$ cat src/sv/bsm_pkg.sv
// Shared types and constants for the byte stack machine.
package bsm_pkg;

  // Function codes of an input item.
  localparam logic [1:0] FUNC_WRITE = 2'd0;
  localparam logic [1:0] FUNC_EXEC  = 2'd1;
  localparam logic [1:0] FUNC_END   = 2'd2;

  // Instruction opcodes.
  localparam logic [7:0] OPC_PUSH = 8'h01;
  localparam logic [7:0] OPC_LOAD = 8'h02;
  localparam logic [7:0] OPC_XOR  = 8'h03;
  localparam logic [7:0] OPC_ADD  = 8'h04;
  localparam logic [7:0] OPC_ROTL = 8'h05;
  localparam logic [7:0] OPC_EQ   = 8'h06;
  localparam logic [7:0] OPC_HALT = 8'h07;

  // Rotate amounts are taken modulo eight.
  localparam logic [2:0] ROT_MASK = 3'd7;

  // Status codes of a result item.
  localparam logic [1:0] ST_RUN  = 2'd0;
  localparam logic [1:0] ST_PASS = 2'd1;
  localparam logic [1:0] ST_FAIL = 2'd2;

  // Width of the reported stack count.
  localparam int unsigned CountW = 7;

  // Operation class decided by the front end.
  typedef enum logic [3:0] {
    OP_NONE,
    OP_PUSH,
    OP_LOAD,
    OP_XOR,
    OP_ADD,
    OP_ROTL,
    OP_EQ,
    OP_HALT,
    OP_FAIL
  } op_class_e;

  // Input item.
  typedef struct packed {
    logic [1:0] func;
    logic [7:0] opcode;
    logic [7:0] immediate;
    logic [5:0] string_index;
    logic [7:0] string_byte;
  } in_item_t;

  // Result item.
  typedef struct packed {
    logic [1:0]        status;
    logic [7:0]        top_value;
    logic [CountW-1:0] stack_count;
  } out_item_t;

  // Classified item passed from front to back.
  typedef struct packed {
    op_class_e  op;
    logic [7:0] value;
  } op_item_t;

  // Queue status seen by the front end.
  typedef struct packed {
    logic full;
  } q_status_t;

  // Queue head seen by the back end.
  typedef struct packed {
    logic     valid;
    op_item_t item;
  } q_head_t;

endpackage

$ cat src/sv/bsm_front.sv
// Front end: accepts items, holds the string store and classifies instructions.
module bsm_front import bsm_pkg::*; #(
  parameter int unsigned STRING_DEPTH = 64
) (
  input  logic      clk_i,
  input  logic      rst_ni,
  input  logic      in_valid_i,
  output logic      in_stall_o,
  input  in_item_t  in_item_i,
  input  q_status_t q_status_i,
  output logic      push_o,
  output op_item_t  push_item_o
);

  localparam int unsigned SW = (STRING_DEPTH > 1) ? $clog2(STRING_DEPTH) : 1;

  logic [7:0]    str_mem [STRING_DEPTH];
  logic          in_fire;
  logic          str_wr;
  logic          idx_ok;
  logic          imm_ok;
  op_class_e     op_class;
  logic          s_valid_q, s_valid_d;
  op_class_e     s_op_q;
  logic [7:0]    s_imm_q;
  logic [7:0]    rd_q;

  // The stage register only holds when the queue cannot take its item.
  assign in_stall_o = s_valid_q && q_status_i.full;
  assign in_fire    = in_valid_i && !in_stall_o;
  assign push_o     = s_valid_q && !q_status_i.full;
  assign s_valid_d  = in_fire || (s_valid_q && q_status_i.full);

  assign idx_ok = 9'(in_item_i.string_index) < 9'(STRING_DEPTH);
  assign imm_ok = 9'(in_item_i.immediate) < 9'(STRING_DEPTH);
  assign str_wr = in_fire && (in_item_i.func == FUNC_WRITE) && idx_ok;

  // Decode the function and opcode into an operation class.
  always_comb begin
    op_class = OP_NONE;
    case (in_item_i.func)
      FUNC_WRITE: op_class = OP_NONE;
      FUNC_EXEC: begin
        case (in_item_i.opcode)
          OPC_PUSH: op_class = OP_PUSH;
          OPC_LOAD: op_class = imm_ok ? OP_LOAD : OP_FAIL;
          OPC_XOR:  op_class = OP_XOR;
          OPC_ADD:  op_class = OP_ADD;
          OPC_ROTL: op_class = OP_ROTL;
          OPC_EQ:   op_class = OP_EQ;
          OPC_HALT: op_class = OP_HALT;
          default:  op_class = OP_FAIL;
        endcase
      end
      FUNC_END: op_class = OP_FAIL;
      default:  op_class = OP_NONE;
    endcase
  end

  // String store: one write port, one registered read port for LOAD.
  always_ff @(posedge clk_i) begin
    if (str_wr) begin
      str_mem[SW'(in_item_i.string_index)] <= in_item_i.string_byte;
    end
    if (in_fire) begin
      rd_q <= str_mem[SW'(in_item_i.immediate)];
    end
  end

  // Stage valid bit.
  always_ff @(posedge clk_i or negedge rst_ni) begin
    if (!rst_ni) begin
      s_valid_q <= 1'b0;
    end else begin
      s_valid_q <= s_valid_d;
    end
  end

  // Stage payload.
  always_ff @(posedge clk_i) begin
    if (in_fire) begin
      s_op_q  <= op_class;
      s_imm_q <= in_item_i.immediate;
    end
  end

  // A LOAD carries the string byte; other operations carry the immediate.
  assign push_item_o.op    = s_op_q;
  assign push_item_o.value = (s_op_q == OP_LOAD) ? rd_q : s_imm_q;

endmodule

$ cat src/sv/bsm_queue.sv
// Two-entry queue between the front end and the back end.
module bsm_queue import bsm_pkg::*; (
  input  logic      clk_i,
  input  logic      rst_ni,
  input  logic      push_i,
  input  op_item_t  push_item_i,
  output q_status_t status_o,
  input  logic      pop_i,
  output q_head_t   head_o
);

  op_item_t   entries_q [2];
  logic       wr_ptr_q;
  logic       rd_ptr_q;
  logic [1:0] count_q, count_d;

  assign status_o.full = (count_q == 2'd2);
  assign head_o.valid  = (count_q != 2'd0);
  assign head_o.item   = entries_q[rd_ptr_q];

  // Occupancy follows pushes and pops.
  always_comb begin
    count_d = count_q;
    case ({push_i, pop_i})
      2'b10:   count_d = count_q + 2'd1;
      2'b01:   count_d = count_q - 2'd1;
      default: count_d = count_q;
    endcase
  end

  // Pointers and count.
  always_ff @(posedge clk_i or negedge rst_ni) begin
    if (!rst_ni) begin
      wr_ptr_q <= 1'b0;
      rd_ptr_q <= 1'b0;
      count_q  <= 2'd0;
    end else begin
      count_q <= count_d;
      if (push_i) begin
        wr_ptr_q <= !wr_ptr_q;
      end
      if (pop_i) begin
        rd_ptr_q <= !rd_ptr_q;
      end
    end
  end

  // Entry storage.
  always_ff @(posedge clk_i) begin
    if (push_i) begin
      entries_q[wr_ptr_q] <= push_item_i;
    end
  end

endmodule

$ cat src/sv/bsm_back.sv
// Back end: runs instructions on the operand stack and registers the result item.
module bsm_back import bsm_pkg::*; #(
  parameter int unsigned STACK_DEPTH = 64
) (
  input  logic      clk_i,
  input  logic      rst_ni,
  input  q_head_t   head_i,
  output logic      pop_o,
  output logic      out_valid_o,
  input  logic      out_stall_i,
  output out_item_t out_item_o
);

  localparam int unsigned DW = $clog2(STACK_DEPTH + 1);
  localparam int unsigned AW = $clog2(STACK_DEPTH);

  logic [7:0]    stk_mem [STACK_DEPTH];
  logic          fire;
  logic [DW-1:0] depth_q, depth_d;
  logic [DW:0]   depth_ext;
  logic          pass_q, pass_d;
  logic [7:0]    r0_q, r0_d;
  logic [7:0]    r1_q, r1_d;
  logic [7:0]    p2_q, p3_q;
  logic [1:0]    status;
  logic          wr_en;
  logic [AW-1:0] wr_addr;
  logic [AW-1:0] rd2_addr, rd3_addr;
  logic [15:0]   rot_dbl;
  logic [7:0]    alu_res;
  logic          out_valid_q;
  out_item_t     out_item_q;

  // An item runs when the result register is free or being emptied.
  assign fire  = head_i.valid && (!out_valid_q || !out_stall_i);
  assign pop_o = fire;

  assign rot_dbl = {r0_q, r0_q} << (head_i.item.value[2:0] & ROT_MASK);
  assign alu_res = (head_i.item.op == OP_XOR) ? (r0_q ^ r1_q) : (r1_q + r0_q);

  // Execute one instruction; r0 and r1 hold the top two entries, p2 and p3
  // the next two, prefetched through the registered stack memory read ports.
  always_comb begin
    depth_d = depth_q;
    pass_d  = pass_q;
    r0_d    = r0_q;
    r1_d    = r1_q;
    status  = ST_RUN;
    wr_en   = 1'b0;
    if (fire) begin
      case (head_i.item.op)
        OP_PUSH, OP_LOAD: begin
          if (depth_q == DW'(STACK_DEPTH)) begin
            status = ST_FAIL;
          end else begin
            r0_d    = head_i.item.value;
            r1_d    = r0_q;
            depth_d = depth_q + DW'(1);
            wr_en   = 1'b1;
          end
        end
        OP_XOR, OP_ADD: begin
          if (depth_q < DW'(2)) begin
            status = ST_FAIL;
          end else begin
            r0_d    = alu_res;
            r1_d    = p2_q;
            depth_d = depth_q - DW'(1);
            wr_en   = 1'b1;
          end
        end
        OP_EQ: begin
          if (depth_q < DW'(2)) begin
            status = ST_FAIL;
          end else begin
            if (r0_q != r1_q) begin
              pass_d = 1'b0;
            end
            r0_d    = p2_q;
            r1_d    = p3_q;
            depth_d = depth_q - DW'(2);
          end
        end
        OP_ROTL: begin
          if (depth_q == '0) begin
            status = ST_FAIL;
          end else begin
            r0_d  = rot_dbl[15:8];
            wr_en = 1'b1;
          end
        end
        OP_HALT: status = pass_q ? ST_PASS : ST_FAIL;
        OP_FAIL: status = ST_FAIL;
        OP_NONE: status = ST_RUN;
        default: status = ST_RUN;
      endcase
    end
    // A finished run leaves an empty stack and a set pass flag.
    if (status != ST_RUN) begin
      depth_d = '0;
      pass_d  = 1'b1;
      wr_en   = 1'b0;
    end
  end

  // The written entry is always the new top; reads fetch the third and
  // fourth entries counting from the new top, which the write never touches.
  assign depth_ext = {1'b0, depth_d};
  assign wr_addr   = AW'(depth_ext - (DW + 1)'(1));
  assign rd2_addr  = AW'(depth_ext - (DW + 1)'(3));
  assign rd3_addr  = AW'(depth_ext - (DW + 1)'(4));

  // Operand stack memory: one write port, two registered read ports.
  always_ff @(posedge clk_i) begin
    if (wr_en) begin
      stk_mem[wr_addr] <= r0_d;
    end
    p2_q <= stk_mem[rd2_addr];
    p3_q <= stk_mem[rd3_addr];
  end

  // Top-of-stack cache.
  always_ff @(posedge clk_i) begin
    r0_q <= r0_d;
    r1_q <= r1_d;
  end

  // Run state and result valid.
  always_ff @(posedge clk_i or negedge rst_ni) begin
    if (!rst_ni) begin
      depth_q     <= '0;
      pass_q      <= 1'b1;
      out_valid_q <= 1'b0;
    end else begin
      depth_q     <= depth_d;
      pass_q      <= pass_d;
      out_valid_q <= fire || (out_valid_q && out_stall_i);
    end
  end

  // Result payload.
  always_ff @(posedge clk_i) begin
    if (fire) begin
      out_item_q.status      <= status;
      out_item_q.top_value   <= (depth_d != '0) ? r0_d : 8'd0;
      out_item_q.stack_count <= CountW'(depth_d);
    end
  end

  assign out_valid_o = out_valid_q;
  assign out_item_o  = out_item_q;

`ifndef SYNTHESIS
  a_depth_bound: assert property (@(posedge clk_i) disable iff (!rst_ni)
    depth_q <= DW'(STACK_DEPTH))
    else $error("stack depth beyond capacity");

  a_end_empty: assert property (@(posedge clk_i) disable iff (!rst_ni)
    (out_valid_q && out_item_q.status != ST_RUN) |-> (out_item_q.stack_count == '0))
    else $error("finished run reports a non-empty stack");

  a_fail_class: assert property (@(posedge clk_i) disable iff (!rst_ni)
    (fire && head_i.item.op == OP_FAIL) |=>
      (out_valid_q && out_item_q.status == ST_FAIL))
    else $error("failing item did not report fail");

  a_new_run: assert property (@(posedge clk_i) disable iff (!rst_ni)
    (fire && status != ST_RUN) |=> (depth_q == '0 && pass_q))
    else $error("run end did not restore the initial state");
`endif

endmodule

$ cat src/sv/byte_stack_machine.sv
// Top level of the byte stack machine: front end, queue and back end.
// An accepted item passes the front stage, the queue and the result register.
// Throughput: one item per cycle unless stalled; the stack memory's two read ports
// prefetch the entries below the top, so dependent instructions run back to back.
// Reset: asynchronous, active low; empties the stack and sets the pass flag.
module byte_stack_machine import bsm_pkg::*; #(
  parameter int unsigned STACK_DEPTH  = 64,
  parameter int unsigned STRING_DEPTH = 64
) (
  input  logic      clk_i,
  input  logic      rst_ni,
  input  logic      in_valid_i,
  output logic      in_stall_o,
  input  in_item_t  in_item_i,
  output logic      out_valid_o,
  input  logic      out_stall_i,
  output out_item_t out_item_o
);

  q_status_t q_status;
  q_head_t   q_head;
  logic      push;
  op_item_t  push_item;
  logic      pop;

  // Accept and classify.
  bsm_front #(
    .STRING_DEPTH(STRING_DEPTH)
  ) u_front (
    .clk_i      (clk_i),
    .rst_ni     (rst_ni),
    .in_valid_i (in_valid_i),
    .in_stall_o (in_stall_o),
    .in_item_i  (in_item_i),
    .q_status_i (q_status),
    .push_o     (push),
    .push_item_o(push_item)
  );

  // Decoupling queue.
  bsm_queue u_queue (
    .clk_i      (clk_i),
    .rst_ni     (rst_ni),
    .push_i     (push),
    .push_item_i(push_item),
    .status_o   (q_status),
    .pop_i      (pop),
    .head_o     (q_head)
  );

  // Execute.
  bsm_back #(
    .STACK_DEPTH(STACK_DEPTH)
  ) u_back (
    .clk_i      (clk_i),
    .rst_ni     (rst_ni),
    .head_i     (q_head),
    .pop_o      (pop),
    .out_valid_o(out_valid_o),
    .out_stall_i(out_stall_i),
    .out_item_o (out_item_o)
  );

endmodule
$ cat config.mk
export PLATFORM = sky130hd
export DESIGN_NAME = byte_stack_machine
export DESIGN_NICKNAME = d
export VERILOG_FILES = /design/src/sv/bsm_pkg.sv /design/src/sv/bsm_front.sv /design/src/sv/bsm_queue.sv /design/src/sv/bsm_back.sv /design/src/sv/byte_stack_machine.sv
export SDC_FILE = /design/constraint.sdc
export NUM_CORES = 2
export LEC_CHECK = 0
export ABC_CLOCK_PERIOD_IN_PS = 7700
export BUFFER_PORTS_ARGS = -buffer_cell sky130_fd_sc_hd__buf_4
export CAP_MARGIN = 0
export CORE_ASPECT_RATIO = 0.8
export CORE_MARGIN = 10
export CORE_UTILIZATION = 39
export DETAILED_ROUTE_END_ITERATION = 8
export PLACE_DENSITY = 0.53
export RECOVER_POWER = 100
export SLEW_MARGIN = 10
export SYNTH_ARGS = -nofsm -noshare
export SYNTH_HDL_FRONTEND = slang
export SYNTH_HIERARCHICAL = 1
export SYNTH_SLANG_ARGS = --single-unit
$ cat constraint.sdc
create_clock -name clk_i -period 7.7 [get_ports clk_i]
set_input_delay 1.54 -clock clk_i [delete_from_list [all_inputs] [get_ports clk_i]]
set_output_delay 1.54 -clock clk_i [all_outputs]
set_load 0.01 [all_outputs]
### Word level (Yosys, flattened, before mapping)

Memories as Yosys holds them, arrays and structs flattened. A register that Yosys moved wholly into a read port is not among the register bits.
Cells that the tools add are included.

* output and inout bits: 19
* register bits: 59
* memories kept: 3
* word-level logic and storage cells: 132
* memory bits (writable): 1048

Memories
* u_back.stk_mem: depth 64, width 8, rd ports 2, clocked after Yosys merged registers in 2, write ports 1, line bsm_back.sv:17 `logic [7:0] stk_mem [STACK_DEPTH];`
* u_front.str_mem: depth 64, width 8, rd ports 1, clocked after Yosys merged registers in 1, write ports 1, line bsm_front.sv:17 `logic [7:0] str_mem [STRING_DEPTH];`
* u_queue.entries_q: depth 2, width 12, rd ports 1, clocked after Yosys merged registers in 0, write ports 1, line bsm_queue.sv:12 `op_item_t entries_q [2];`

* equality and inequality tests: 27
* mux-type cells: 45
* add/sub/neg operators: 9
* reductions and logical operators: 30
* shift-type cells: 1
* bitwise operators: 1
* magnitude comparators: 2

Operators with widths (count)
* 8-bit two-way mux: 10
* 7-bit two-way mux: 5
* 8-bit by 3-bit equality test with 1-bit output (second input constant): 4
* 8-bit one-hot mux with 4 select lines: 1
* 4-bit one-hot mux with 7 select lines: 1
* 8-bit one-hot mux with 3 select lines: 1
* 7-bit one-hot mux with 3 select lines: 1
* 4-bit by 3-bit equality test with 1-bit output (second input constant): 4
* 8-bit by 2-bit equality test with 1-bit output (second input constant): 2
* 1-bit two-way mux: 16
* 16-bit by 3-bit << shifter with 16-bit output: 1
* 4-bit by 2-bit equality test with 1-bit output (second input constant): 3
* 2-bit nonzero test: 6
* 2-bit two-way mux: 5
* 2-bit one-hot mux with 5 select lines: 1
* 8-bit adder: 1
* 8-bit by 1-bit equality test with 1-bit output (second input constant): 1
* 8-bit by 7-bit less-than comparator with 1-bit output (second input constant): 1
* 2-bit != test (second input constant): 4
* 8-bit != test: 1
* 4-bit one-hot mux with 2 select lines: 1
* 8-bit bitwise XOR: 1
* 7-bit by 1-bit adder with 7-bit output (second input constant): 1
* 7-bit equality test (second input constant): 1
* 26 further kinds: 42

### Longest topological paths before layout

An unclocked memory read counts as a cell.

* depth in word-level cells: 9
* gate-level depth with buffers: 26
* depth with buffers taken out: 16

### By module

Netlist, hierarchy kept.

Modules (own cells, without submodules)
* bsm_back: times used 1, area each 28452.3 µm², cells an instance 2223
* bsm_front: times used 1, area each 20787.4 µm², cells an instance 949
* bsm_queue: times used 1, area each 1056.0 µm², cells an instance 53

### Least setup slack after synthesis

OpenSTA, ideal clock, no wires.

* kind: input -> register
* start point: in out_stall_i
* end point: mem u_back.stk_mem[45][0], enable pin
* setup slack: 1.384 ns
* required time: 7.330 ns
* data arrival time: 5.945 ns
* stages on the path: 19
* path through: a21bo_1 > buf_2 > inv_1 > nand2_1 > o41ai_1 > a31oi_2 > nand2_2 > buf_4 > buf_4 > buf_2 > buf_4 > ha_1 > clkbuf_1 > clkbuf_1 > clkbuf_1 > nand2_1 > nor2_1 > nand2_1 > nor2_1

* longest elaborated chain between the ends: 8
* elaborated cells between the ends (all ways): 12
* those cells by class: 1 x add/sub; 7 x mux; 4 x reduce/logical

Ends and longest elaborated chain
* start, declared: line byte_stack_machine.sv:16 `input logic out_stall_i,`
* 1-bit logical NOT *: line bsm_back.sv:35 `assign fire = head_i.valid && (!out_valid_q || !out_stall_i);`
* 1-bit logical OR *: line bsm_back.sv:35
* 1-bit logical AND *: line bsm_back.sv:35
* via pop: line byte_stack_machine.sv:24 `logic pop;`
* branches (longest 5 deep; another with 6-bit by 1-bit subtractor with 6-bit output)
* end, declared: line bsm_back.sv:17

Mark *: on every way through the listed nets, which the timed path passes.

==> flow_summary_export.csv <==
group,metric,value,unit
cells_and_area,layout.area.seq,33700,sq um
yosys,synth_warnings,6,
cells_and_area,final_layout_size_suffix_gt1_share,17.1,%
yosys,synth-main-ff-cell,"sky130_fd_sc_hd__edfxtp_1",
yosys,syn-cell-area,50300,sq um
setup_path,timing.critical_path.to_type,"register",
job,timing.max_cap.violations,21,
drt,total_number_of_vias,31100,
sta,finalClockSkew,0.0335,ns
place,gp_congestion,0.909,
clocking,cts_hold_buf,0,
sta,period_share,91.2,%
global_routing,grt_use_met2,29.7,%
yosys,seq_area_frac_synth,66.9,%
status,run_status,"finished, violations left",
setup_path,path_max_fanout,55,
global_routing,globalRoute.busiestLayer,"met1",
drt,totalWireLength,152,mm
cells_and_area,syn2layout_area_growth,11.4,%
sta,finalCriticalPeriod,7.02,ns
cells_and_area,finish.net_count,3330,
clocking,clock-root-buffer,"sky130_fd_sc_hd__clkbuf_16",
clocking,numClockSinks,1131,
yosys,synth_top_cell_area_share,65.3,%
drt,drt_drc_violations_left,0,
sta,max_slew.worst_pin.slew,4.65,ns
yosys,synth_seq_cells,1131,
cells_and_area,final_cells,5087,
sta,finalMaxSlewViolations,1229,
sta,slew_headroom,-210,%
global_routing,wire_length_of_the_first_global_routing_pass,220,mm
floorplanning,die_y,341,microns
yosys,async_flop_share,1.24,%
cells_and_area,antenna-diode-count,0,
cells_and_area,finish.utilization,43.9,%
setup_path,worst_ep_arrival_time,7.64,ns
yosys,cell_types_with_the_largest_area_share_after_synthesis,"sky130_fd_sc_hd__edfxtp_1 65%, sky130_fd_sc_hd__mux4_2 10%, sky130_fd_sc_hd__nand2_1 3.3%",
sta,timing_hold_violations_final,0,
global_routing,grt_use_total,20.5,%
status,failed_checks,"capacitance limit, slew limit",
drt,detail_route.first_pass.iterations,7,
sta,maxClockFrequency,142,MHz
sta,setup_slack,0.676,ns
cells_and_area,multi_input_gate_area_in_the_final_layout,15500,sq um
yosys,post_synth.cell_area_avg,15.6,sq um
cells_and_area,layout.filler_cells,11300,
global_routing,use_met3,4.81,%
power,max-vdd-ir-drop,348,uV
sta,timing.final.setup_violations,0,
drt,final_antenna_net_count,0,
yosys,synth.distinct_cells,96,
clocking,numCtsBuffers,114,
floorplanning,placeableCoreArea,128000,sq um
floorplanning,rows,117,
drt,route.detailed.vias_per_inst,6.12,
setup_path,crit_path_start_kind,"register",
sta,unrepaired_setup_endpoints_after_global_routing,"no",
floorplanning,floorplan.initialDensity,39.4,%
clocking,worst_setup_hold_path_clk_slew,0.06,ns
yosys,mappedNetlistNets,3283,
sta,finalSetupTns,0,ns
clocking,postCtsSetupRepairBufs,0,
power,pwr_density_cell,401,nW/um^2
floorplanning,pin_count,55,
hold_path,holdCritPathClass,"reg -> reg",
drt,first_iter_violations,4031,
yosys,synth_edf_count,1093,
setup_path,worstSetupPathType,"reg -> reg",
clocking,longest_clk_path_bufs,3,
place,dp_worst_setup_slack,0.562,ns
global_routing,number_of_antenna_violations_at_the_first_check_in_global_routing,7,
place,placed_cells,4881,
clocking,tritoncts,"done",
floorplanning,dieWidth,422,microns
global_routing,total_overflow_reported_by_the_global_router,0,
global_routing,use_met1,31.0,%
drt,drt-wirelength-per-cell,29.8,microns
clocking,cts_resized,0,
global_routing,pin_count_of_the_biggest_net_entering_global_routing,68,
power,static-leakage-power,17.8,nW
yosys,post_synth_inst_count,3225,
yosys,synth_top_cells_by_count,"1093 x sky130_fd_sc_hd__edfxtp_1, 444 x sky130_fd_sc_hd__nand2_1, 232 x sky130_fd_sc_hd__mux4_2, 176 x sky130_fd_sc_hd__nor2_1, 125 x sky130_fd_sc_hd__a21oi_1",
yosys,synth_largest_area_cell,"sky130_fd_sc_hd__edfxtp_1",
clocking,htreeDepth,3,
floorplanning,floorplan.die_area,144000,sq um
place,dp_hpwl,96.9,mm
yosys,post-synth-top-count-cell,"sky130_fd_sc_hd__edfxtp_1",
setup_path,crit_required,8.32,ns
global_routing,first_global_vias,30400,
place,port-buffer-count,54,
clocking,worst_skew_pair.late_latency,0.75,ns
[report_power, final]
group / switching [mW] / total [mW] / internal [mW] / leakage (nW)
logic: 6.13 / 8.78 / 2.65 / 5.59
clock network: 2.42 / 5.67 / 3.25 / 1.84
registers: 0.240 / 8.04 / 7.80 / 10.3
[path summary, 6_finish.rpt]
path / startpoint / endpoint / slack [ns] / cells after the start
worst min register to register: u_front/s_op_q[3]$_DFFE_PP_ / u_queue/entries_q[0][11]$_DFFE_PP_ / 0.48 / 0
min in group asynchronous: rst_ni / u_back/depth_q[4]$_DFF_PN0_ / 0.91 / 1
worst min-delay path: u_front/s_op_q[3]$_DFFE_PP_ / u_queue/entries_q[0][11]$_DFFE_PP_ / 0.48 / 0
worst max register to register: u_queue/rd_ptr_q$_DFFE_PN0P_ / u_back/p2_q[4]$_DFF_P_ / 0.68 / 15
worst max-delay path: u_queue/rd_ptr_q$_DFFE_PN0P_ / u_back/p2_q[4]$_DFF_P_ / 0.68 / 15
max in group asynchronous: rst_ni / u_queue/rd_ptr_q$_DFFE_PN0P_ / 6.23 / 1
[metal layers]
metal	wire length (microns)	vias up
li1	-	13000
met1	68200	16300
met2	65400	1606
met3	14800	221
met4	3320	2
met5	13	-
[final cells by class]
class / instances / area share [%]
clock inverter: 68 / 1.45
timing repair buffer: 138 / 1.37
clock buffer: 138 / 5.34
inverter: 29 / 0.199
multi-input combinational: 1858 / 27.7
tap: 1725 / 3.85
sequential: 1131 / 60.1
[sequential cells by signal (all words and copies together), names as in the netlist, 7 cells and up]
register	count
u_back/p3_q	8
u_front/rd_q	8
u_back/r1_q	8
u_front/s_imm_q	8
u_back/out_item_o	17
u_back/stk_mem	512
u_queue/entries_q	24
u_back/r0_q	8
u_back/p2_q	8
u_front/str_mem	512
u_back/depth_q	7
[critical path, cell delays in order, from the launching register on]
cell	delay, ns
sky130_fd_sc_hd__dfrtp_1	0.68
sky130_fd_sc_hd__mux2_1	0.72
sky130_fd_sc_hd__nor3_1	0.95
sky130_fd_sc_hd__nor4b_2	0.29
sky130_fd_sc_hd__a21oi_1	0.34
sky130_fd_sc_hd__a31oi_4	0.09
sky130_fd_sc_hd__nand2_8	0.40
sky130_fd_sc_hd__inv_4	0.04
sky130_fd_sc_hd__ha_1	0.24
sky130_fd_sc_hd__or3_1	0.64
sky130_fd_sc_hd__nand2_4	0.76
sky130_fd_sc_hd__buf_4	0.47
sky130_fd_sc_hd__mux2_2	0.40
sky130_fd_sc_hd__a22oi_1	0.32
sky130_fd_sc_hd__o41ai_1	0.16
sky130_fd_sc_hd__o32a_1	0.34
[cells in the final DEF, fill, tap and decap left out, types with 24 or more instances in the layout]
| cell | count |
|---|---|
| sky130_fd_sc_hd__nor2_1 | 174 |
| sky130_fd_sc_hd__clkbuf_1 | 102 |
| sky130_fd_sc_hd__a21oi_1 | 126 |
| sky130_fd_sc_hd__edfxtp_1 | 1093 |
| sky130_fd_sc_hd__o22ai_1 | 30 |
| sky130_fd_sc_hd__nor4_1 | 27 |
| sky130_fd_sc_hd__o221ai_1 | 78 |
| sky130_fd_sc_hd__buf_4 | 48 |
| sky130_fd_sc_hd__nand3_1 | 24 |
| sky130_fd_sc_hd__a211oi_1 | 32 |
| sky130_fd_sc_hd__mux2_2 | 56 |
| sky130_fd_sc_hd__nand2_1 | 442 |
| sky130_fd_sc_hd__dfxtp_1 | 24 |
| sky130_fd_sc_hd__inv_1 | 27 |
| sky130_fd_sc_hd__a31oi_1 | 51 |
| sky130_fd_sc_hd__clkbuf_16 | 114 |
| sky130_fd_sc_hd__o21ai_0 | 44 |
| sky130_fd_sc_hd__and3_1 | 30 |
| sky130_fd_sc_hd__mux2i_1 | 112 |
| sky130_fd_sc_hd__mux4_2 | 232 |
[kinds of logic (layout without fill, tap and decap cells)]
group	Yosys count	count (layout)	synth area share, %
AO/OA/AOI/OAI	553	553	7.90
adder cells (fa/ha/maj)	22	22	0.562
XOR/XNOR	31	31	0.585
flip-flops	1131	1131	66.9
multiplexers	414	414	14.2
AND/OR/NAND/NOR	838	838	7.53
buffers and inverters	236	373	2.33
[through the flow]
step                      total power [mW]  hold slack, ns  instance area [sq um]
after floorplan                       13.2           0.436                  50300
after global placement                16.7           0.470                  52600
after detailed placement              16.8           0.475                  52600
after CTS                             22.4           0.485                  56400
after global routing                  23.3           0.498                  56000
final                                 22.5           0.477                  56000
Power figures use the tool's default switching activity.
